`src/rtl/gow_pkg.sv`:
```
// gow_pkg: shared constants, types and fixed-point helpers for the weight update block
// depends on nothing; every other file but gow_ram imports it
package gow_pkg;

   localparam int VALUE_BITS = 32;
   localparam int FRAC_BITS  = 24;
   localparam int DEPTH      = 1024;
   localparam int ADDR_BITS  = $clog2(DEPTH);
   localparam int INDEX_BITS = 10;
   localparam int CFG_BITS   = 25;
   localparam int EPS_BITS   = 16;
   localparam int WIDE_BITS  = 56;
   localparam int DEN_BITS   = 29;
   localparam int ROOT_BITS  = 28;

   localparam logic [CFG_BITS-1:0] ONE_Q   = CFG_BITS'(1) << FRAC_BITS;
   localparam logic [CFG_BITS-1:0] POW_MAX = '1;

   localparam logic signed [VALUE_BITS-1:0] VAL_MAX = {1'b0, {(VALUE_BITS-1){1'b1}}};
   localparam logic signed [VALUE_BITS-1:0] VAL_MIN = {1'b1, {(VALUE_BITS-1){1'b0}}};

   localparam logic [2:0] MODE_SGD     = 3'd0;
   localparam logic [2:0] MODE_RMSPROP = 3'd1;
   localparam logic [2:0] MODE_ADAGRAD = 3'd2;
   localparam logic [2:0] MODE_ADAM    = 3'd3;

   localparam logic [1:0] STATUS_OK      = 2'd0;
   localparam logic [1:0] STATUS_BADMODE = 2'd1;
   localparam logic [1:0] STATUS_SAT     = 2'd2;

   localparam logic OP_LOAD     = 1'b0;
   localparam logic OP_GRADIENT = 1'b1;

   localparam logic [2:0] CSR_MODE      = 3'd0;
   localparam logic [2:0] CSR_LR        = 3'd1;
   localparam logic [2:0] CSR_MOMENTUM  = 3'd2;
   localparam logic [2:0] CSR_BETA_ONE  = 3'd3;
   localparam logic [2:0] CSR_BETA_TWO  = 3'd4;
   localparam logic [2:0] CSR_EPSILON   = 3'd5;
   localparam logic [2:0] CSR_TRAINABLE = 3'd6;

   typedef struct packed {
      logic                         sat;
      logic signed [VALUE_BITS-1:0] val;
   } sat_type;

   typedef struct packed {
      logic                         neg;
      logic [63:0]                  mag;
      logic signed [VALUE_BITS-1:0] q;
      logic                         qsat;
   } mul_res_type;

   typedef struct packed {
      logic                 start;
      logic                 neg;
      logic [WIDE_BITS-1:0] num;
      logic                 den_neg;
      logic [DEN_BITS-1:0]  den;
   } div_req_type;

   typedef struct packed {
      logic                         busy;
      logic                         done;
      logic signed [VALUE_BITS-1:0] val;
      logic                         sat;
   } div_rsp_type;

   typedef struct packed {
      logic                 done;
      logic [ROOT_BITS-1:0] root;
   } sqrt_rsp_type;

   // sign and magnitude back to a saturated signed value
   function automatic sat_type from_mag(input logic neg, input logic [WIDE_BITS-1:0] mag);
      sat_type r;
      r.sat = 1'b0;
      r.val = '0;
      if (!neg) begin
         if (mag > WIDE_BITS'(VAL_MAX)) begin
            r.sat = 1'b1;
            r.val = VAL_MAX;
         end else begin
            r.val = mag[VALUE_BITS-1:0];
         end
      end else begin
         if (mag > (WIDE_BITS'(VAL_MAX) + WIDE_BITS'(1))) begin
            r.sat = 1'b1;
            r.val = VAL_MIN;
         end else begin
            r.val = -mag[VALUE_BITS-1:0];
         end
      end
      return r;
   endfunction

   function automatic sat_type clamp_sum(input logic signed [VALUE_BITS+1:0] x);
      sat_type r;
      r.sat = 1'b0;
      r.val = x[VALUE_BITS-1:0];
      if (x > (VALUE_BITS+2)'(VAL_MAX)) begin
         r.sat = 1'b1;
         r.val = VAL_MAX;
      end else if (x < (VALUE_BITS+2)'(VAL_MIN)) begin
         r.sat = 1'b1;
         r.val = VAL_MIN;
      end
      return r;
   endfunction

   function automatic logic [VALUE_BITS-1:0] mag_of(input logic signed [VALUE_BITS-1:0] x);
      return x[VALUE_BITS-1] ? VALUE_BITS'(-x) : VALUE_BITS'(x);
   endfunction

endpackage

```
`src/rtl/gow_mulq.sv`:
```
// gow_mulq: shared signed multiplier, registered; full magnitude product and q.24 result
// depends on gow_pkg
module gow_mulq import gow_pkg::*; (
   input  logic              clock,
   input  logic signed [32:0] op_a,
   input  logic signed [32:0] op_b,
   output mul_res_type       res
);
   logic [32:0] mag_a, mag_b;
   logic [63:0] prod;
   logic        neg;
   sat_type     qv;

   always_comb begin
      mag_a = op_a[32] ? 33'(-op_a) : 33'(op_a);
      mag_b = op_b[32] ? 33'(-op_b) : 33'(op_b);
      prod  = mag_a[31:0] * mag_b[31:0];
      neg   = op_a[32] ^ op_b[32];
      qv    = from_mag(neg, WIDE_BITS'(prod[63:FRAC_BITS]));
   end

   always_ff @(posedge clock) begin
      res.neg  <= neg;
      res.mag  <= prod;
      res.q    <= qv.val;
      res.qsat <= qv.sat;
   end
endmodule

```
`config.mk`:
```
export PLATFORM = sky130hd
export DESIGN_NAME = gow_mulq
export DESIGN_NICKNAME = d
export VERILOG_FILES = /design/src/rtl/gow_pkg.sv /design/src/rtl/gow_mulq.sv
export SDC_FILE = /design/constraint.sdc
export NUM_CORES = 2
export LEC_CHECK = 0
export BUFFER_PORTS_ARGS = -buffer_cell sky130_fd_sc_hd__buf_2
export CORE_MARGIN = 4
export CORE_UTILIZATION = 55
export CTS_CLUSTER_DIAMETER = 60
export CTS_CLUSTER_SIZE = 28
export DETAILED_ROUTE_END_ITERATION = 7
export GPL_TIMING_DRIVEN = 0
export PLACE_DENSITY = 0.72
export SETUP_SLACK_MARGIN = 0.02
export SLEW_MARGIN = 20
export SYNTH_ARGS = -nofsm -noshare
export SYNTH_HDL_FRONTEND = slang
export SYNTH_SLANG_ARGS = --single-unit
```
`constraint.sdc`:
```
create_clock -name clock -period 30.1 [get_ports clock]
set_clock_uncertainty 0.2 [all_clocks]
set_input_delay 4.515 -clock clock [delete_from_list [all_inputs] [get_ports clock]]
set_output_delay 4.515 -clock clock [all_outputs]
set_load 0.005 [all_outputs]
```
==> metrics.cfg <==
[drt]
initialDrtViolationCount = 3822
remaining_drc_errors = 0
wire_per_inst_microns = 26.7
route.antenna.remaining_nets = 0
vias_per_cell = 6.03
routed_wl_microns = 144000
vias = 32600
drtPass1Iterations = 6

[setup_path]
worst_path_most_repeated_cell = sky130_fd_sc_hd__fa_1
critical-path-max-stage-delay_ns = 0.78
critPathCaptureType = flop
crit_type = input port to flop
crit_path_start_kind = input port
crit_slowest_cell = sky130_fd_sc_hd__clkbuf_1
cp_max_fo = 10
cp.arrival_ns = 18.43
cp.required_ns = 30.13

[grt]
initial_antenna_violation_count = 11
met2_usage_pct = 57.1
busiest_layer_in_global_routing = met2
grt.met3_usage_pct = 14.8
grt_max_degree = 21
grt.overflow.total = 0
grt_first_pass_wirelength_microns = 213000
global_route.usage.met1_pct = 52.2
grtUsageTotal_pct = 39.7
grt_pass1_vias = 32900

[cts]
cts_inserted_buffers = 9
post_cts.resized_instances = 0
cts_sinks = 98
postCtsSetupBuffers = 0
clock_tree.htree_level_count = 3
cts_buffer_depth = 2
clock_tree_from_tritoncts = done
post_cts_hold_buffer_count = 0
cts_root_buf = sky130_fd_sc_hd__clkbuf_16
clk_pin_slew_ns = 0.08

[timing]
post-route-min-period_ns = 18.40
rsz_0062_raised_after_global_routing = no
final_hold_violation_count = 0
tightest_slew_ns = 1.33
finalCritPeriodShare_pct = 61.1
max_freq_mhz = 54.4
report.final.slew_viol_count = 0
totalNegativeSetupSlack_ns = 0
slew_headroom_pct = 11.0
report.final.setup_viol = 0

[cells_and_area]
reg.largest.list = res: 98 flops
post_route_cells_drive_above_1_share_pct = 8.07
area_delta_synth_final_pct = 7.06
finish.net_count = 5748
biggest_register = res
final_core_utilization_pct = 59.8
layoutNonFillerInstCount = 5402
largest_register_ffs = 98
fillCellCount = 6085

[logic_synthesis]
synthArstFlopShare_pct = 0
distinct_cells_synth = 100
synth_top_flop_cell = sky130_fd_sc_hd__dfxtp_1
synth.yosys.warnings = 0
post_synth.cell_area_avg_sq_um = 8.71
synth_seq_cells = 98
synth_cells = 4338
synthesis.area_sq_mm = 0.0378
synth_edf_count = 0
yosysSeqAreaShare_pct = 5.19
syn-num-nets = 5567

[floorplanning]
floorplan.core_area_sq_mm = 0.0676
floorplan.initialDensity_pct = 55.8
die_w_microns = 270
floorplan.die_area_sq_mm = 0.0729
top_level_ports = 165
num_rows = 95
fp.dieH_microns = 270

[worst_hold_path]
hold_class = input port to flop
worst_hold_path_cells = 3

[place]
place.port_buffers = 160
placed_cells_incl_taps = 5381
hpwl_microns = 125000
place_congestion = 1.10

[run]
cap_viol_max_count = 0

[status]
result_of_the_run = completed

## layer usage
metal,vias up,part of all wire (%)
li1,13400,-
met1,16300,36
met2,2344,41
met3,496,15
met4,6,7.3
met5,-,0.024
## per-stage QoR
stage	instance area, sq um	hold slack [ns]	setup WS, ns
final	40400	4.45	11.70
after global routing	40400	4.45	11.65
after CTS	40400	4.44	12.13
after detailed placement	40100	4.69	11.82
after global placement	39700	4.69	11.52
after floorplan	37800	4.48	15.32
## critical path, delay by kind of cell
family	cells	cell delay, ns
adder cells (fa/ha/maj)	10	4.88
AND/OR/NAND/NOR	9	3.71
buffers and inverters	10	2.81
AO/OA/AOI/OAI	6	1.75
XOR/XNOR	1	0.69
## cells in the mapped netlist, drive strengths merged (7+ instances only)
cell type / number / area (sq um)
a21oi: 108 / 559
xor2: 79 / 733
nand3: 21 / 105
ha: 266 / 3330
and2: 13 / 81.3
o31ai: 16 / 166
or2: 11 / 73.8
o31a: 8 / 78.8
nor4: 17 / 136
or3: 24 / 160
xnor2: 89 / 821
o211ai: 19 / 153
nand2: 612 / 2300
nand4: 33 / 206
o21ai: 75 / 390
and3: 11 / 68.8
o21a: 19 / 143
o41ai: 7 / 68.8
nor3: 37 / 262
a21boi: 7 / 52.6
a211oi: 22 / 210
or4: 12 / 101
buf: 49 / 292
a21o: 20 / 150
a211o: 8 / 70.1
a31oi: 13 / 81.3
nand2b: 16 / 100
inv: 897 / 3370
fa: 896 / 17900
nor2: 606 / 2270
a311oi: 8 / 76.3
dfxtp: 98 / 1960
clkbuf: 150 / 566
## placed cells by master, fill, tap and decap left out, types with 10 or more instances in the layout
master	n
sky130_fd_sc_hd__a31oi_1	13
sky130_fd_sc_hd__nor4_1	15
sky130_fd_sc_hd__o31ai_1	12
sky130_fd_sc_hd__a21oi_1	105
sky130_fd_sc_hd__a211oi_1	13
sky130_fd_sc_hd__xor2_2	18
sky130_fd_sc_hd__a21o_1	20
sky130_fd_sc_hd__or3_1	22
sky130_fd_sc_hd__dfxtp_1	98
sky130_fd_sc_hd__xnor2_1	57
sky130_fd_sc_hd__fa_1	896
sky130_fd_sc_hd__nor3_1	23
sky130_fd_sc_hd__inv_1	895
sky130_fd_sc_hd__and2_1	13
sky130_fd_sc_hd__xnor2_2	31
sky130_fd_sc_hd__and3_1	11
sky130_fd_sc_hd__o21a_1	19
sky130_fd_sc_hd__nand4_1	33
sky130_fd_sc_hd__ha_1	266
sky130_fd_sc_hd__nand2b_1	16
sky130_fd_sc_hd__nand2_1	612
sky130_fd_sc_hd__nor2_1	606
sky130_fd_sc_hd__xor2_1	60
sky130_fd_sc_hd__o21ai_0	63
sky130_fd_sc_hd__o211ai_1	17
sky130_fd_sc_hd__buf_2	198
sky130_fd_sc_hd__buf_6	10
sky130_fd_sc_hd__nand3_1	21
sky130_fd_sc_hd__nor3_2	13
sky130_fd_sc_hd__clkbuf_1	144
## final timing paths
check                from       to  slack [ns]
setup / recovery  op_a[0]  res[25]       11.70
hold / removal    op_b[0]  res[33]        4.45
## cell families after synthesis
family / count (synthesis) / synth area share (%)
multiplexers: 4 / 0.109
adder cells (fa/ha/maj): 1162 / 56.3
AO/OA/AOI/OAI: 372 / 6.94
XOR/XNOR: 168 / 4.11
AND/OR/NAND/NOR: 1437 / 16.1
buffers and inverters: 1097 / 11.2
flip-flops: 98 / 5.19
## cell type report
type                            count  area (sq um)  area share, %
Antenna cell                        5          12.5         0.0309
Buffer                            199           862           2.13
Clock buffer                        9           225          0.557
Clock inverter                      7          75.1          0.186
Inverter                          898          3370           8.34
Multi-Input combinational cell   3143         31900           78.9
Sequential cell                    98          1960           4.85
Tap cell                          873          1090           2.70
Timing Repair Buffer              170           932           2.31
Power is left out: the tool's default activity adds up to more than one toggle a clock period on the data nets, which glitch-free logic cannot reach.
