`config.mk`:
```
export PLATFORM = sky130hd
export DESIGN_NAME = gow_sqrt
export DESIGN_NICKNAME = d
export VERILOG_FILES = /design/src/rtl/gow_pkg.sv /design/src/rtl/gow_sqrt.sv
export SDC_FILE = /design/constraint.sdc
export NUM_CORES = 1
export LEC_CHECK = 0
export ABC_AREA = 1
export BUFFER_PORTS_ARGS = -buffer_cell sky130_fd_sc_hd__buf_2
export CAP_MARGIN = 20
export CORE_ASPECT_RATIO = 0.5
export CORE_MARGIN = 2
export CORE_UTILIZATION = 55
export DETAILED_ROUTE_END_ITERATION = 7
export PLACE_DENSITY = 0.77
export SYNTH_ARGS = -nofsm -noshare
export SYNTH_HDL_FRONTEND = slang
export SYNTH_SLANG_ARGS = --single-unit
```
`constraint.sdc`:
```
create_clock -name clock -period 5.89 [get_ports clock]
set_input_delay 0.589 -clock clock [delete_from_list [all_inputs] [get_ports clock]]
set_output_delay 0.589 -clock clock [all_outputs]
set_load 0.02 [all_outputs]
```
`src/rtl/gow_pkg.sv`:
```
// gow_pkg: shared constants, types and fixed-point helpers for the weight update block
// depends on nothing; every other file but gow_ram imports it
package gow_pkg;

   localparam int VALUE_BITS = 32;
   localparam int FRAC_BITS  = 24;
   localparam int DEPTH      = 1024;
   localparam int ADDR_BITS  = $clog2(DEPTH);
   localparam int INDEX_BITS = 10;
   localparam int CFG_BITS   = 25;
   localparam int EPS_BITS   = 16;
   localparam int WIDE_BITS  = 56;
   localparam int DEN_BITS   = 29;
   localparam int ROOT_BITS  = 28;

   localparam logic [CFG_BITS-1:0] ONE_Q   = CFG_BITS'(1) << FRAC_BITS;
   localparam logic [CFG_BITS-1:0] POW_MAX = '1;

   localparam logic signed [VALUE_BITS-1:0] VAL_MAX = {1'b0, {(VALUE_BITS-1){1'b1}}};
   localparam logic signed [VALUE_BITS-1:0] VAL_MIN = {1'b1, {(VALUE_BITS-1){1'b0}}};

   localparam logic [2:0] MODE_SGD     = 3'd0;
   localparam logic [2:0] MODE_RMSPROP = 3'd1;
   localparam logic [2:0] MODE_ADAGRAD = 3'd2;
   localparam logic [2:0] MODE_ADAM    = 3'd3;

   localparam logic [1:0] STATUS_OK      = 2'd0;
   localparam logic [1:0] STATUS_BADMODE = 2'd1;
   localparam logic [1:0] STATUS_SAT     = 2'd2;

   localparam logic OP_LOAD     = 1'b0;
   localparam logic OP_GRADIENT = 1'b1;

   localparam logic [2:0] CSR_MODE      = 3'd0;
   localparam logic [2:0] CSR_LR        = 3'd1;
   localparam logic [2:0] CSR_MOMENTUM  = 3'd2;
   localparam logic [2:0] CSR_BETA_ONE  = 3'd3;
   localparam logic [2:0] CSR_BETA_TWO  = 3'd4;
   localparam logic [2:0] CSR_EPSILON   = 3'd5;
   localparam logic [2:0] CSR_TRAINABLE = 3'd6;

   typedef struct packed {
      logic                         sat;
      logic signed [VALUE_BITS-1:0] val;
   } sat_type;

   typedef struct packed {
      logic                         neg;
      logic [63:0]                  mag;
      logic signed [VALUE_BITS-1:0] q;
      logic                         qsat;
   } mul_res_type;

   typedef struct packed {
      logic                 start;
      logic                 neg;
      logic [WIDE_BITS-1:0] num;
      logic                 den_neg;
      logic [DEN_BITS-1:0]  den;
   } div_req_type;

   typedef struct packed {
      logic                         busy;
      logic                         done;
      logic signed [VALUE_BITS-1:0] val;
      logic                         sat;
   } div_rsp_type;

   typedef struct packed {
      logic                 done;
      logic [ROOT_BITS-1:0] root;
   } sqrt_rsp_type;

   // sign and magnitude back to a saturated signed value
   function automatic sat_type from_mag(input logic neg, input logic [WIDE_BITS-1:0] mag);
      sat_type r;
      r.sat = 1'b0;
      r.val = '0;
      if (!neg) begin
         if (mag > WIDE_BITS'(VAL_MAX)) begin
            r.sat = 1'b1;
            r.val = VAL_MAX;
         end else begin
            r.val = mag[VALUE_BITS-1:0];
         end
      end else begin
         if (mag > (WIDE_BITS'(VAL_MAX) + WIDE_BITS'(1))) begin
            r.sat = 1'b1;
            r.val = VAL_MIN;
         end else begin
            r.val = -mag[VALUE_BITS-1:0];
         end
      end
      return r;
   endfunction

   function automatic sat_type clamp_sum(input logic signed [VALUE_BITS+1:0] x);
      sat_type r;
      r.sat = 1'b0;
      r.val = x[VALUE_BITS-1:0];
      if (x > (VALUE_BITS+2)'(VAL_MAX)) begin
         r.sat = 1'b1;
         r.val = VAL_MAX;
      end else if (x < (VALUE_BITS+2)'(VAL_MIN)) begin
         r.sat = 1'b1;
         r.val = VAL_MIN;
      end
      return r;
   endfunction

   function automatic logic [VALUE_BITS-1:0] mag_of(input logic signed [VALUE_BITS-1:0] x);
      return x[VALUE_BITS-1] ? VALUE_BITS'(-x) : VALUE_BITS'(x);
   endfunction

endpackage

```
`src/rtl/gow_sqrt.sv`:
```
// gow_sqrt: digit-by-digit square root of a q.24 value, one root bit per cycle
// depends on gow_pkg
module gow_sqrt import gow_pkg::*; (
   input  logic                         clock,
   input  logic                         reset,
   input  logic                         start,
   input  logic signed [VALUE_BITS-1:0] radicand,
   output sqrt_rsp_type                 rsp
);
   logic                 busy_ff, done_ff;
   logic [4:0]           cnt_ff;
   logic [WIDE_BITS-1:0] rad_ff;
   logic [ROOT_BITS+1:0] rem_ff;
   logic [ROOT_BITS-1:0] root_ff, out_ff;

   logic [ROOT_BITS+3:0] cat;
   logic [ROOT_BITS+3:0] trial;
   logic                 ge;
   logic [ROOT_BITS+3:0] rem_in;
   logic [ROOT_BITS-1:0] root_in;

   always_comb begin
      cat     = {rem_ff, rad_ff[WIDE_BITS-1:WIDE_BITS-2]};
      trial   = {2'b00, root_ff, 2'b01};
      ge      = cat >= trial;
      rem_in  = ge ? cat - trial : cat;
      root_in = {root_ff[ROOT_BITS-2:0], ge};
   end

   always_ff @(posedge clock) begin
      if (reset) begin
         busy_ff <= 1'b0;
         done_ff <= 1'b0;
      end else begin
         done_ff <= 1'b0;
         if (start) begin
            if (radicand[VALUE_BITS-1] || radicand == '0) begin
               // nonpositive radicand gives zero
               done_ff <= 1'b1;
               out_ff  <= '0;
            end else begin
               busy_ff <= 1'b1;
               cnt_ff  <= 5'(ROOT_BITS - 1);
               rad_ff  <= {1'b0, radicand[VALUE_BITS-2:0], {FRAC_BITS{1'b0}}};
               rem_ff  <= '0;
               root_ff <= '0;
            end
         end else if (busy_ff) begin
            rad_ff  <= {rad_ff[WIDE_BITS-3:0], 2'b00};
            rem_ff  <= rem_in[ROOT_BITS+1:0];
            root_ff <= root_in;
            cnt_ff  <= cnt_ff - 5'd1;
            if (cnt_ff == '0) begin
               busy_ff <= 1'b0;
               done_ff <= 1'b1;
               out_ff  <= root_in;
            end
         end
      end
   end

   assign rsp.done = done_ff;
   assign rsp.root = out_ff;
endmodule
```
==> results.sh <==
export IMPL_stdcell_count=1201
export IMPL_port_buffers=63
export IMPL_synth_edf_count=123
export IMPL_cts_setup_buffers=0
export IMPL_die_area_um2=14700
export IMPL_syn_avg_cell_area_um2=7.97
export IMPL_clkLatencyLatePin_ns=0.42
export IMPL_worst_slew_pin_slew_ns=0.868
export IMPL_diodes=0
export IMPL_relSlewSlack_pct=42.2
export IMPL_slowest_delay_ns=0.42
export IMPL_ys_warn_count=0
export IMPL_cts_tree="yes"
export IMPL_tns_ns=0
export IMPL_switching_share_pct=28.2
export IMPL_final_nets=1079
export IMPL_p_sw_uw=734
export IMPL_rows=30
export IMPL_grt_pass1_vias=5719
export IMPL_cts_buffers=17
export IMPL_die_y_um=86.9
export IMPL_power_leakage_nw=4.24
export IMPL_overflow=0
export IMPL_initial_core_util_pct=56.0
export IMPL_grt_pass1_wl_mm=27.4
export IMPL_synth_most_common_cell="nand2_1"
export IMPL_drt_iter0_drc=548
export IMPL_vdd_drop_max_uv=194
export IMPL_power_frac_clock_pct=42.5
export IMPL_drive_gt1_share_pct=13.4
export IMPL_rsz0062_at_grt="false"
export IMPL_clock_sinks=125
export IMPL_status="finished, final reports clean"
export IMPL_synth_top_cells_by_count="nand2_1, inv_1, edfxtp_1"
export IMPL_wire_per_inst_um=13.7
export IMPL_p_per_area_nw_per_um2=302
export IMPL_power_frac_comb_pct=16.8
export IMPL_grt_use_total_pct=23.9
export IMPL_synth_top_area_share_pct=48.9
export IMPL_gp_congestion=0.978
export IMPL_yosysUniqueCellTypes=38
export IMPL_htreeDepth=4
export IMPL_internal_power_mw=1.87
export IMPL_cp_required_ns=6.06
export IMPL_sequentialPowerShare_pct=40.7
export IMPL_cp_top_family="simple AND/OR/NAND/NOR gates"
export IMPL_setup_viol=0
export IMPL_grt_max_degree=72
export IMPL_fin_skew_ns=0.00986
export IMPL_ys_seq_elements=125
export IMPL_cts_resized=0
export IMPL_timing_final_ws_setup_ns=3.18
export IMPL_hold_class="input port to flip-flop"
export IMPL_seq_area_frac_synth_pct=49.4
export IMPL_clockRootBuffer="clkbuf_16"
export IMPL_antenna_found_initial=0
export IMPL_core_area_um2=13500
export IMPL_cts_hold_buf=0
export IMPL_hold_viol_final=0
export IMPL_dpl_cell_count=1169
export IMPL_fin_crit_sh_pct=46.1
export IMPL_area_growth_pct=14.3
export IMPL_crit_chain="ha_1 > nand2_1 > nor2_1 > nand2_1 > nor2_1 > nand2_2 > nand2_4 > inv_2 > nor2_1 > nor2_1"
export IMPL_ys_async_sr_fraction_pct=0
export IMPL_cts_clk_slew_worst_paths_ns=0.06
export IMPL_drv_cap=0
export IMPL_cpMaxStageDelayCell="edfxtp_1"
export IMPL_vias_per_cell=5.06
export IMPL_cp_buffers_inverters=1
export IMPL_critPathLaunchType="flip-flop"
export IMPL_wirelength_mm=16.5
export IMPL_drc=0
export IMPL_max_freq_ghz=0.368
export IMPL_cp_end_kind="flip-flop"
export IMPL_cp_arrival_ns=2.88
export IMPL_postSynthCellCount=947
export IMPL_synthFlopType="edfxtp_1"
export IMPL_vias=6072
export IMPL_synth_area_leaders="edfxtp_1, nand2_1, inv_1"
export IMPL_syn_area_um2=7550
export IMPL_cts_buffer_depth=2
export IMPL_final_antenna_net_count=0
export IMPL_syn_num_nets=1014
export IMPL_crit_path_frequent_cell="nor2_1"
export IMPL_crit_fanout=40
export IMPL_total_power_mw=2.60
export IMPL_yosys_area_top_type="edfxtp_1"
export IMPL_drv_slew=0
export IMPL_dp_hpwl_mm=11.8
export IMPL_worstSetupPathType="flip-flop to flip-flop"
export IMPL_top_level_ports=64
export IMPL_dp_slack_ns=2.77
export IMPL_fp_dieW_um=170
export IMPL_firstDrtPassIters=6
export IMPL_period_needed_ns=2.71
cell type report:
| class | count | area, um2 |
|---|---|---|
| Fill cell | 1159 | 4840 |
| Sequential cell | 125 | 3730 |
| Multi-Input combinational cell | 615 | 3010 |
| Inverter | 187 | 702 |
| Clock buffer | 18 | 439 |
| Timing Repair Buffer | 66 | 350 |
| Tap cell | 176 | 220 |
| Clock inverter | 14 | 180 |
layout by cell type (no fill, tap or decap), types with 2 or more instances in the layout:
master,n
buf_4,2
dfxtp_1,2
nand4_1,16
a21oi_1,17
o21ai_0,50
clkinv_2,2
nand3_2,3
nand3_1,34
xor2_1,13
nand3b_1,3
nand2_1,286
nor2_2,12
inv_2,3
inv_6,6
nor2_1,115
buf_2,63
a21oi_2,3
edfxtp_1,123
nand2_2,12
o21bai_1,2
and2_1,4
bufinv_16,3
clkbuf_16,17
ha_1,32
inv_1,183
stage by stage:
stage	hold WS, ns	util, %	instance area [um2]
finish	0.446	64.0	8630
global route	0.448	64.0	8630
CTS	0.436	64.0	8630
detailed placement	0.490	59.5	8010
global placement	0.473	59.5	8010
floorplan	0.462	-	7560
metal layers:
metal / vias up / wire length [um] / track usage (%)
met5: - / 0 / 0
met4: 0 / 187 / 5.52
met3: 21 / 1130 / 5.95
met2: 193 / 7150 / 38.1
met1: 2757 / 8020 / 33.4
li1: 3101 / - / -
final timing paths:
path / from / to / slack, ns / depth (start not counted)
max reg2reg: rem_ff[17]$_SDFFCE_PP0P_ / rem_ff[15]$_SDFFCE_PP0P_ / 3.18 / 10
max: rem_ff[17]$_SDFFCE_PP0P_ / rem_ff[15]$_SDFFCE_PP0P_ / 3.18 / 10
min: radicand[0] / rad_ff[24]$_SDFFCE_PN0P_ / 0.45 / 3
min reg2reg: busy_ff$_SDFFE_PP0P_ / busy_ff$_SDFFE_PP0P_ / 0.50 / 2
worst register-to-register path, stage by stage, from the launching register on:
cell and delay [ns]:
edfxtp_1 0.42, ha_1 0.40, nand2_1 0.15, nor2_1 0.24
nand2_1 0.13, nor2_1 0.15, nand2_2 0.08, nand2_4 0.40
inv_2 0.28, nor2_1 0.17, nor2_1 0.06
kinds of logic after synthesis:
group                      share of synthesized area, %
xor gates and xnor gates                           1.62
AOI/OAI and AO/OA                                  5.25
adders and majority gates                          5.30
DFF                                                49.4
and+or+nand+nor                                    27.4
buffers and inverters                              11.0
power by group through the flow:
stage / Sequential [mW] / Clock, mW / Combinational (mW)
3_5_place_dp: 1.08 / 0 / 0.428
3_3_place_gp: 1.08 / 0 / 0.419
4_1_cts: 1.06 / 1.12 / 0.433
6_report: 1.06 / 1.11 / 0.437
5_1_grt: 1.06 / 1.17 / 0.494
2_1_floorplan: 1.08 / 0 / 0.323
registers in the layout (all words and copies together) (netlist names):
register and cells:
rem_ff 30, out_ff 28, rad_ff 32, busy_ff 1, done_ff 1, cnt_ff 5, root_ff 28
(Power assumes the default switching activity.)
