==> src/rtl/gow_pkg.sv <==
// gow_pkg: shared constants, types and fixed-point helpers for the weight update block
// depends on nothing; every other file but gow_ram imports it
package gow_pkg;

   localparam int VALUE_BITS = 32;
   localparam int FRAC_BITS  = 24;
   localparam int DEPTH      = 1024;
   localparam int ADDR_BITS  = $clog2(DEPTH);
   localparam int INDEX_BITS = 10;
   localparam int CFG_BITS   = 25;
   localparam int EPS_BITS   = 16;
   localparam int WIDE_BITS  = 56;
   localparam int DEN_BITS   = 29;
   localparam int ROOT_BITS  = 28;

   localparam logic [CFG_BITS-1:0] ONE_Q   = CFG_BITS'(1) << FRAC_BITS;
   localparam logic [CFG_BITS-1:0] POW_MAX = '1;

   localparam logic signed [VALUE_BITS-1:0] VAL_MAX = {1'b0, {(VALUE_BITS-1){1'b1}}};
   localparam logic signed [VALUE_BITS-1:0] VAL_MIN = {1'b1, {(VALUE_BITS-1){1'b0}}};

   localparam logic [2:0] MODE_SGD     = 3'd0;
   localparam logic [2:0] MODE_RMSPROP = 3'd1;
   localparam logic [2:0] MODE_ADAGRAD = 3'd2;
   localparam logic [2:0] MODE_ADAM    = 3'd3;

   localparam logic [1:0] STATUS_OK      = 2'd0;
   localparam logic [1:0] STATUS_BADMODE = 2'd1;
   localparam logic [1:0] STATUS_SAT     = 2'd2;

   localparam logic OP_LOAD     = 1'b0;
   localparam logic OP_GRADIENT = 1'b1;

   localparam logic [2:0] CSR_MODE      = 3'd0;
   localparam logic [2:0] CSR_LR        = 3'd1;
   localparam logic [2:0] CSR_MOMENTUM  = 3'd2;
   localparam logic [2:0] CSR_BETA_ONE  = 3'd3;
   localparam logic [2:0] CSR_BETA_TWO  = 3'd4;
   localparam logic [2:0] CSR_EPSILON   = 3'd5;
   localparam logic [2:0] CSR_TRAINABLE = 3'd6;

   typedef struct packed {
      logic                         sat;
      logic signed [VALUE_BITS-1:0] val;
   } sat_type;

   typedef struct packed {
      logic                         neg;
      logic [63:0]                  mag;
      logic signed [VALUE_BITS-1:0] q;
      logic                         qsat;
   } mul_res_type;

   typedef struct packed {
      logic                 start;
      logic                 neg;
      logic [WIDE_BITS-1:0] num;
      logic                 den_neg;
      logic [DEN_BITS-1:0]  den;
   } div_req_type;

   typedef struct packed {
      logic                         busy;
      logic                         done;
      logic signed [VALUE_BITS-1:0] val;
      logic                         sat;
   } div_rsp_type;

   typedef struct packed {
      logic                 done;
      logic [ROOT_BITS-1:0] root;
   } sqrt_rsp_type;

   // sign and magnitude back to a saturated signed value
   function automatic sat_type from_mag(input logic neg, input logic [WIDE_BITS-1:0] mag);
      sat_type r;
      r.sat = 1'b0;
      r.val = '0;
      if (!neg) begin
         if (mag > WIDE_BITS'(VAL_MAX)) begin
            r.sat = 1'b1;
            r.val = VAL_MAX;
         end else begin
            r.val = mag[VALUE_BITS-1:0];
         end
      end else begin
         if (mag > (WIDE_BITS'(VAL_MAX) + WIDE_BITS'(1))) begin
            r.sat = 1'b1;
            r.val = VAL_MIN;
         end else begin
            r.val = -mag[VALUE_BITS-1:0];
         end
      end
      return r;
   endfunction

   function automatic sat_type clamp_sum(input logic signed [VALUE_BITS+1:0] x);
      sat_type r;
      r.sat = 1'b0;
      r.val = x[VALUE_BITS-1:0];
      if (x > (VALUE_BITS+2)'(VAL_MAX)) begin
         r.sat = 1'b1;
         r.val = VAL_MAX;
      end else if (x < (VALUE_BITS+2)'(VAL_MIN)) begin
         r.sat = 1'b1;
         r.val = VAL_MIN;
      end
      return r;
   endfunction

   function automatic logic [VALUE_BITS-1:0] mag_of(input logic signed [VALUE_BITS-1:0] x);
      return x[VALUE_BITS-1] ? VALUE_BITS'(-x) : VALUE_BITS'(x);
   endfunction

endpackage

==> src/rtl/gow_div.sv <==
// gow_div: restoring divider, one quotient bit per cycle, saturating signed result
// depends on gow_pkg
module gow_div import gow_pkg::*; (
   input  logic        clock,
   input  logic        reset,
   input  div_req_type req,
   output div_rsp_type rsp
);
   logic                 busy_ff, done_ff, neg_ff, sat_ff;
   logic [5:0]           cnt_ff;
   logic [WIDE_BITS-1:0] num_ff, quo_ff;
   logic [DEN_BITS-1:0]  rem_ff, den_ff;
   logic signed [VALUE_BITS-1:0] val_ff;

   logic [DEN_BITS:0]    part;
   logic                 ge;
   logic [DEN_BITS:0]    rem_in;
   logic [WIDE_BITS-1:0] quo_in;
   sat_type              fm;

   always_comb begin
      part   = {rem_ff, num_ff[WIDE_BITS-1]};
      ge     = part >= {1'b0, den_ff};
      rem_in = ge ? part - {1'b0, den_ff} : part;
      quo_in = {quo_ff[WIDE_BITS-2:0], ge};
      fm     = from_mag(neg_ff, quo_in);
   end

   always_ff @(posedge clock) begin
      if (reset) begin
         busy_ff <= 1'b0;
         done_ff <= 1'b0;
      end else begin
         done_ff <= 1'b0;
         if (req.start) begin
            if (req.den == '0) begin
               // zero divisor: zero stays zero, anything else pins toward its sign
               done_ff <= 1'b1;
               sat_ff  <= req.num != '0;
               val_ff  <= (req.num == '0) ? '0 : (req.neg ? VAL_MIN : VAL_MAX);
            end else begin
               busy_ff <= 1'b1;
               cnt_ff  <= 6'(WIDE_BITS - 1);
               num_ff  <= req.num;
               rem_ff  <= '0;
               quo_ff  <= '0;
               den_ff  <= req.den;
               neg_ff  <= req.neg ^ req.den_neg;
            end
         end else if (busy_ff) begin
            num_ff <= {num_ff[WIDE_BITS-2:0], 1'b0};
            rem_ff <= rem_in[DEN_BITS-1:0];
            quo_ff <= quo_in;
            cnt_ff <= cnt_ff - 6'd1;
            if (cnt_ff == '0) begin
               busy_ff <= 1'b0;
               done_ff <= 1'b1;
               val_ff  <= fm.val;
               sat_ff  <= fm.sat;
            end
         end
      end
   end

   assign rsp.busy = busy_ff;
   assign rsp.done = done_ff;
   assign rsp.val  = val_ff;
   assign rsp.sat  = sat_ff;
endmodule

==> config.mk <==
export PLATFORM = sky130hd
export DESIGN_NAME = gow_div
export DESIGN_NICKNAME = d
export VERILOG_FILES = /design/src/rtl/gow_pkg.sv /design/src/rtl/gow_div.sv
export SDC_FILE = /design/constraint.sdc
export NUM_CORES = 1
export LEC_CHECK = 0
export BUFFER_PORTS_ARGS = -buffer_cell sky130_fd_sc_hd__buf_2
export CAP_MARGIN = 20
export CORE_MARGIN = 2
export CORE_UTILIZATION = 46
export DETAILED_ROUTE_END_ITERATION = 10
export HOLD_SLACK_MARGIN = 0.02
export PLACE_DENSITY = 0.73
export SLEW_MARGIN = 15
export SYNTH_ARGS = -nofsm -noshare
export SYNTH_HDL_FRONTEND = slang
export SYNTH_SLANG_ARGS = --single-unit
==> constraint.sdc <==
create_clock -name clock -period 14.4 [get_ports clock]
set_input_delay 1.44 -clock clock [delete_from_list [all_inputs] [get_ports clock]]
set_output_delay 1.44 -clock clock [all_outputs]
set_load 0.03 [all_outputs]
==> results of run 1 <==
per-stage QoR:
step | instance area [um^2] | hold WS [ps] | utilization, % | setup slack, ps
after floorplan | 11200 | 452 | - | 773
after global placement | 12100 | 482 | 50.2 | 8270
after detailed placement | 12100 | 483 | 50.2 | 8120
after CTS | 12900 | 494 | 53.4 | 8090
after global routing | 12900 | 558 | 53.4 | 7700
final | 12900 | 494 | 53.4 | 8040
where the power goes:
| part | switching, mW | leakage (nW) | total (mW) | internal (mW) |
|---|---|---|---|---|
| clock network | 0.236 | 0.382 | 0.606 | 0.370 |
| logic | 0.135 | 2.44 | 0.230 | 0.0947 |
| registers | 0.0205 | 2.01 | 0.746 | 0.725 |
| total | 0.392 | 4.83 | 1.58 | 1.19 |
sequential cells by signal, summed over array words and instances (netlist names):
name,flops
val_ff,32
den_ff,29
sat_ff,1
num_ff,56
quo_ff,55
rem_ff,29
cnt_ff,6
done_ff,1
neg_ff,1
busy_ff,1
cells in the mapped netlist (all sizes together), types with 4 or more instances:
master,count,area [um^2]
nor2b,51,319
nand4,13,81.3
clkbuf,25,93.8
mux2,55,619
o21ai,51,259
nor2,63,244
ha,32,400
nand2b,5,31.3
a21oi,47,235
or2,5,31.3
xnor2,7,61.3
a211o,11,96.3
and3,8,50.1
o22ai,4,25.0
nand3,21,110
nor3,30,161
a211oi,15,113
a31oi,4,25.0
a21boi,4,30.0
o31ai,7,66.3
nor4,30,188
edfxtp,209,6280
o21a,14,105
inv,48,180
or3,16,100
a21o,14,105
or4,7,52.6
a31o,10,87.6
o211ai,8,60.1
nand2,64,250
nor3b,4,30.0
and2,5,33.8
buf,17,92.6
a2111oi,5,51.3
critical path: stages (launching register included):
cell and delay [ps]:
edfxtp_1 390, ha_1 390, a21o_1 220, a22o_1 260, or4_1 540, o21a_1 230
o21ai_2 270, nand2_2 460, inv_2 700, ha_1 340, or4b_4 500, or4_1 700
o31ai_4 270, and2_4 280, nand3_2 210, a311oi_1 320, a211o_1 140
per-layer routing:
layer	routed length, um	GRT usage (%)
met1	11600	28.2
met2	11300	30.5
met4	617	6.31
met3	1720	3.19
met5	0	0
cells by family after synthesis:
family,Yosys count,synth area share [%]
XOR/XNOR,10,0.784
AND/OR/NAND/NOR,333,15.9
buffers and inverters,91,3.31
multiplexers,55,5.54
flip-flops,211,56.5
AO/OA/AOI/OAI,229,14.1
adder cells (fa/ha/maj),33,3.76
cell type report:
cell class / instances / area, um^2
sequential: 211 / 6320
multi-input combinational: 660 / 4510
inverter: 49 / 184
timing repair buffer: 131 / 679
clock buffer: 27 / 601
clock inverter: 13 / 175
tap: 324 / 405
fill: 2120 / 11200
worst min-delay path by stage:
stage              end  depth (start not counted)
2_1_floorplan  busy_ff                          2
3_5_place_dp   busy_ff                          2
4_1_cts        busy_ff                          2
6_report       busy_ff                          2
5_1_grt        busy_ff                          2
3_3_place_gp   busy_ff                          2
==> results.toml, run 1 <==
[timing]
period_minus_slack_ps = 6360
hold_viol = 0
worst_slew_pin_slew_ps = 1070
rsz0062_at_grt = "no"
finClkSkew_ps = 9.86
relSlewSlack_pct = 28.8
setup_violations = 0
fmax_ghz = 0.157
fin_crit_sh_pct = 44.2
tns_ps = 0
maxSlewViolCount = 0

[placed_design]
hpwlAfterDp_mm = 17.1
io_buffers = 124
dp.cells = 1375
gp_congestion = 0.859

[floorplanning]
die_w_um = 160
core.rowCount = 57
die_area_mm2 = 0.0256
dieHeight_um = 160
num_io_pins = 125
core_mm2 = 0.0241
initial_core_util_pct = 46.4

[finish]
antennaDiodeCount = 0
final_cell_mix = "edfxtp_1 (209), buf_2 (123), nand2_1 (62)"
drive_gt1_share_pct = 22.7
nNetsFinal = 1199
layout_commonest_cell = "edfxtp_1"
final_cells = 1415
area_growth_pct = 15.2

[pwr]
vdd_drop_max_uv = 82.2
p_per_area_mw_per_mm2 = 123
leakage_nw = 4.83
totalPowerFinal_mw = 1.58

[setup_path]
end_kind = "flip-flop"
reg2reg_depth = 16
rrSetupSlack_ps = 8040
rr_endpoint = "val_ff[25]"
required_ps = 14790
path_class = "flip-flop to flip-flop"
r2r-start = "rem_ff[6]"
startpoint = "rem_ff[6]"
start_kind = "flip-flop"
crit_path_max_fanout = 36
critPathCapture = "val_ff[25]"
worstPathArrival_ps = 6750

[route]
routedWlPerCell_um = 17.9
vias = 8191
post_drt_via_cell_ratio = 5.79
drc = 0
first_pass_iters = 5
detail-route-antenna-nets = 0
routed_wl_mm = 25.3
drtIter0Drc = 566

[yosys]
ys_types = 80
synth.cell_area_mm2 = 0.0112
synthArstFlopShare_pct = 0
synth_seq_cells = 211
synth_ff_type = "edfxtp_1"
ys_seq_area_share_pct = 56.5
syn_nets = 1085
synth_edf_count = 209
ys_warn_count = 0
synth_cells = 962
syn_area_per_cell_um2 = 11.6

[clock_network]
cts.clk_slew.worst_paths_ps = 60
cts_resized = 0
cts_root_buf = "clkbuf_16"
cts_tree = "yes"
cts.sinks = 211
holdBufCountCts = 0
cts-buffers-inserted = 23
clock_latency_ps = 520
cts_setup_buffers = 0
ctsHtreeMaxLevel = 1
ctsLongestPathBuffers = 3

[global_routing]
grt_antenna_before_repair = 0
grt_max_degree = 85
grtUsageTotal_pct = 19.6
grt_pass1_wl_mm = 41.1
overflow = 0
grt_pass1_vias = 7946

[min_path]
hold_start = "busy_ff"
hp-class = "flip-flop to flip-flop"

[flow_run]
cap_violations = 0

[status]
status = "complete, no violations"
(Power assumes the default switching activity.)
==> inputs of run 2 (changes only) <==
Clock period 14.4 ns to 5.6 ns, I/O delays scaled along.
==> run 2 against run 1 <==
Register-to-register slack got worse by 7600 ps; global-route usage fell by 0.099 points; cell count rose by 0.14%; critical endpoint unchanged; largest power group unchanged; fmax rose by 23%; sequential cell count did not move.
==> results.toml, run 2 (synthesis results as in run 1) <==
[status]
status = "complete, no violations"

[setup_path]
path_class = "flip-flop to flip-flop"
critPathCapture = "val_ff[25]"
rrSetupSlack_ps = 420
start_kind = "flip-flop"
reg2reg_depth = 16
end_kind = "flip-flop"
required_ps = 5980
startpoint = "rem_ff[6]"
r2r-start = "rem_ff[6]"
rr_endpoint = "val_ff[25]"
worstPathArrival_ps = 5560
crit_path_max_fanout = 13

[floorplanning]
die_w_um = 160
core.rowCount = 57
num_io_pins = 125
initial_core_util_pct = 46.4
dieHeight_um = 160
core_mm2 = 0.0241
die_area_mm2 = 0.0256

[route]
routedWlPerCell_um = 17.9
post_drt_via_cell_ratio = 5.75
first_pass_iters = 5
drtIter0Drc = 517
drc = 0
detail-route-antenna-nets = 0
routed_wl_mm = 25.3
vias = 8142

[clock_network]
cts.clk_slew.worst_paths_ps = 60
ctsHtreeMaxLevel = 1
cts_resized = 0
cts.sinks = 211
ctsLongestPathBuffers = 3
clock_latency_ps = 510
cts_root_buf = "clkbuf_16"
holdBufCountCts = 0
cts_tree = "yes"
cts-buffers-inserted = 23
cts_setup_buffers = 0

[timing]
holdWs_ps = 250
fin_crit_sh_pct = 92.4
tns_ps = 0
period_minus_slack_ps = 5180
maxSlewViolCount = 0
rsz0062_at_grt = "no"
finClkSkew_ps = 16.3
setup_violations = 0
relSlewSlack_pct = 30.0
hold_viol = 0
worst_slew_pin_slew_ps = 1050
fmax_ghz = 0.193

[finish]
drive_gt1_share_pct = 22.8
final_cell_mix = "edfxtp_1 (209), buf_2 (123), nand2_1 (62)"
layout_commonest_cell = "edfxtp_1"
area_growth_pct = 14.6
antennaDiodeCount = 0
regMostFlops = "num_ff"
nNetsFinal = 1201
largest_reg_flops = 56
reg_top3 = "num_ff x56, quo_ff x55, val_ff x32"

[pwr]
p_per_area_mw_per_mm2 = 308
leakage_nw = 4.81
vdd_drop_max_uv = 240

[placed_design]
hpwlAfterDp_mm = 16.9
gp_congestion = 0.876
io_buffers = 124

[global_routing]
overflow = 0
grtUsageTotal_pct = 19.5
grt_antenna_before_repair = 0
grt_pass1_vias = 7838
grt_max_degree = 90
grt_pass1_wl_mm = 40.7

[min_path]
hp-class = "input pin to flip-flop"

[flow_run]
cap_violations = 0
## run 2: cell types whose count changed in the layout (fill, tap and decap cells not counted), moves of 2 or more
cell | before | now
clkbuf_1 | 3 | 6
clkinv_2 | 4 | 7
buf_4 | 7 | 9
bufinv_16 | 4 | 2
clkinv_1 | 5 | 3
## run 2: per-layer routing
| layer | track usage (%) | wire [um] |
|---|---|---|
| met5 | 0 | 0 |
| met3 | 4.42 | 2110 |
| met1 | 28.4 | 11600 |
| met2 | 29.9 | 11300 |
| met4 | 4.34 | 335 |
## run 2: report_power, final
group          internal (mW)  leakage, nW  total (mW)  switching (mW)
Sequential              1.86         2.01        1.92          0.0542
Combinational          0.245         2.45       0.592           0.346
Clock                  0.844        0.349        1.44           0.591
Total                   2.95         4.81        3.95           0.992
## run 2: worst min path at each step
stage	from	end	slack, ps	cells after the start
after global routing	req[11]	den_ff[11]	230	1
after global placement	busy_ff	busy_ff	520	2
after CTS	req[11]	den_ff[11]	230	1
after floorplan	busy_ff	busy_ff	450	2
after detailed placement	busy_ff	busy_ff	520	2
final	req[11]	den_ff[11]	250	1
## run 2: critical path, cell delays in order (launching register included)
cell,delay (ps)
edfxtp_1,400
ha_1,380
a21o_1,210
a22o_1,260
or4_1,520
o21a_1,220
o21ai_2,260
nand2_2,90
inv_2,70
ha_1,180
or4b_4,500
or4_1,690
o31ai_4,270
and2_4,290
nand3_2,200
a311oi_1,340
a211o_1,140
## run 2: area by class of cell
| cell class | instances | area [um^2] |
|---|---|---|
| repair buffers | 133 | 694 |
| clock buffers | 29 | 598 |
| well taps | 324 | 405 |
| clock inverters | 11 | 103 |
| flip-flops and latches | 211 | 6320 |
| fillers | 2141 | 11300 |
| inverters | 49 | 184 |
| multi-input cells | 660 | 4510 |
## run 2: metrics by stage
stage / setup slack, ps / area [um^2] / utilization (%) / cells / total power [mW]
final: 423 / 12800 / 53.1 / 1417 / 3.95
after global routing: 158 / 12800 / 53.1 / 1417 / 4.12
after CTS: 472 / 12800 / 53.1 / 1417 / 3.98
after detailed placement: 499 / 12100 / 50.2 / 1377 / 2.54
after global placement: 591 / 12100 / 50.2 / 1377 / 2.52
after floorplan: 175 / 11200 / - / 962 / 2.37
==> inputs of run 3 (changes only) <==
Settings changed: CELL_PAD_IN_SITES_DETAIL_PLACEMENT set to 0, CELL_PAD_IN_SITES_GLOBAL_PLACEMENT set to 1, CORE_UTILIZATION 46 to 43, PLACE_DENSITY 0.73 to 0.82.
==> run 3 against run 2 <==
Design area grew 1.2%; hold slack lost 25 ps; worst setup slack lost 33 ps; clock-buffer cell count shrank 1; critical path depth is the same; routed wire length grew 2.8%; via count grew 0.91%; combinational power grew 0.8%; sequential cell count is the same; critical path type unchanged; largest cell class unchanged.
==> results.toml, run 3 (synthesis results as in run 1) <==
[status]
status = "complete, no violations"

[flow_run]
cap_violations = 0

[route]
wl_met1_mm = 11.9
routedWlPerCell_um = 18.2
vias = 8216
detail-route-antenna-nets = 0
post_drt_via_cell_ratio = 5.74
first_pass_iters = 5
met2_length_mm = 11.7
drtIter0Drc = 748
drc = 0
top_layer_used = "met5"
dr_wl_met3_mm = 1.81
routed_wl_mm = 26.1

[floorplanning]
core.rowCount = 59
die_area_mm2 = 0.0273
initial_core_util_pct = 43.4
core_mm2 = 0.0258
num_io_pins = 125
die_w_um = 165
dieHeight_um = 165

[timing]
finClkSkew_ps = 21.4
tns_ps = 0
setup_ws_ps = 390
fin_crit_sh_pct = 93.0
rsz0062_at_grt = "no"
maxSlewViolCount = 0
hold_viol = 0
period_minus_slack_ps = 5210
holdWs_ps = 226
relSlewSlack_pct = 34.1
setup_violations = 0
worst_slew_pin_slew_ps = 987
fmax_ghz = 0.192

[placed_design]
gp_congestion = 0.844
dp.cells = 1387
io_buffers = 124
hpwlAfterDp_mm = 17.2
dp_worst_setup_slack_ps = 404

[global_routing]
grt_pass1_wl_mm = 41.8
overflow = 0
grt_pass1_vias = 7863
grtUsageTotal_pct = 19.2
grt_max_degree = 129
grt_antenna_before_repair = 1

[clock_network]
cts.sinks = 211
holdBufCountCts = 0
cts_resized = 0
cts_tree = "yes"
clock_latency_ps = 530
cts_root_buf = "clkbuf_16"
cts-buffers-inserted = 25
ctsHtreeMaxLevel = 1
cts.clk_slew.worst_paths_ps = 60
ctsLongestPathBuffers = 3
cts_setup_buffers = 0

[finish]
final_cells = 1432
largest_reg_flops = 56
area_growth_pct = 15.9
layout_commonest_cell = "edfxtp_1"
regMostFlops = "num_ff"
reg_top3 = "num_ff x56, quo_ff x55, val_ff x32"
antennaDiodeCount = 0
nNetsFinal = 1202
drive_gt1_share_pct = 23.2
final_cell_mix = "edfxtp_1 (209), buf_2 (123), nand2_1 (62)"

[setup_path]
rrSetupSlack_ps = 390
worstPathArrival_ps = 5520
path_class = "flip-flop to flip-flop"
crit_path_max_fanout = 9
required_ps = 5910
start_kind = "flip-flop"
end_kind = "flip-flop"

[pwr]
leakage_nw = 4.87
pwr-share-clk_pct = 39.7
p_per_area_mw_per_mm2 = 322
vdd_drop_max_uv = 278
seqPwrFrac_pct = 46.0
totalPowerFinal_mw = 4.17
pwr-share-comb_pct = 14.3
power_switching_mw = 1.06
p_int_mw = 3.11
switching_share_pct = 25.4

[min_path]
hp-class = "input pin to flip-flop"
[run 3: layout make-up]
type / instances / area (um^2)
Fill cell: 2281 / 12800
Clock inverter: 17 / 189
Sequential cell: 211 / 6320
Clock buffer: 28 / 637
Inverter: 49 / 184
Timing Repair Buffer: 132 / 699
Tap cell: 335 / 419
Multi-Input combinational cell: 660 / 4510
[run 3: worst max-delay path, cell delays in order (launching register included)]
cell and delay [ps]:
edfxtp_1 390, ha_1 380, a21o_1 220, a22o_1 260, or4_1 520, o21a_1 230
o21ai_2 260, nand2_2 100, inv_2 70, ha_1 180, or4b_4 500, or4_1 700
o31ai_4 280, nand2_1 320, a21oi_1 220, nor2_1 60, o31ai_1 310
[run 3: per-stage QoR]
| step | utilization [%] | area (um^2) |
|---|---|---|
| CTS | 50.3 | 13000 |
| global route | 50.3 | 13000 |
| finish | 50.3 | 13000 |
| global placement | 47.1 | 12100 |
| detailed placement | 47.1 | 12100 |
| floorplan | - | 11200 |
[run 3: final timing paths]
| kind | depth (start not counted) | from | endpoint |
|---|---|---|---|
| max | 16 | rem_ff[6] | val_ff[14] |
| min | 1 | req[20] | den_ff[20] |
| max reg2reg | 16 | rem_ff[6] | val_ff[14] |
| min reg2reg | 2 | busy_ff | busy_ff |
[run 3: layer usage]
metal	vias up	global-route usage, %
li1	3936	-
met1	3944	27.8
met2	288	29.9
met3	46	3.30
met4	2	5.26
met5	-	0
[run 3: power by group through the flow]
stage	registers [mW]	clock network [mW]	logic, mW
2_1_floorplan	1.93	0	0.440
3_3_place_gp	1.95	0	0.586
3_5_place_dp	1.95	0	0.595
4_1_cts	1.92	1.68	0.598
5_1_grt	1.93	1.76	0.673
6_report	1.92	1.65	0.597
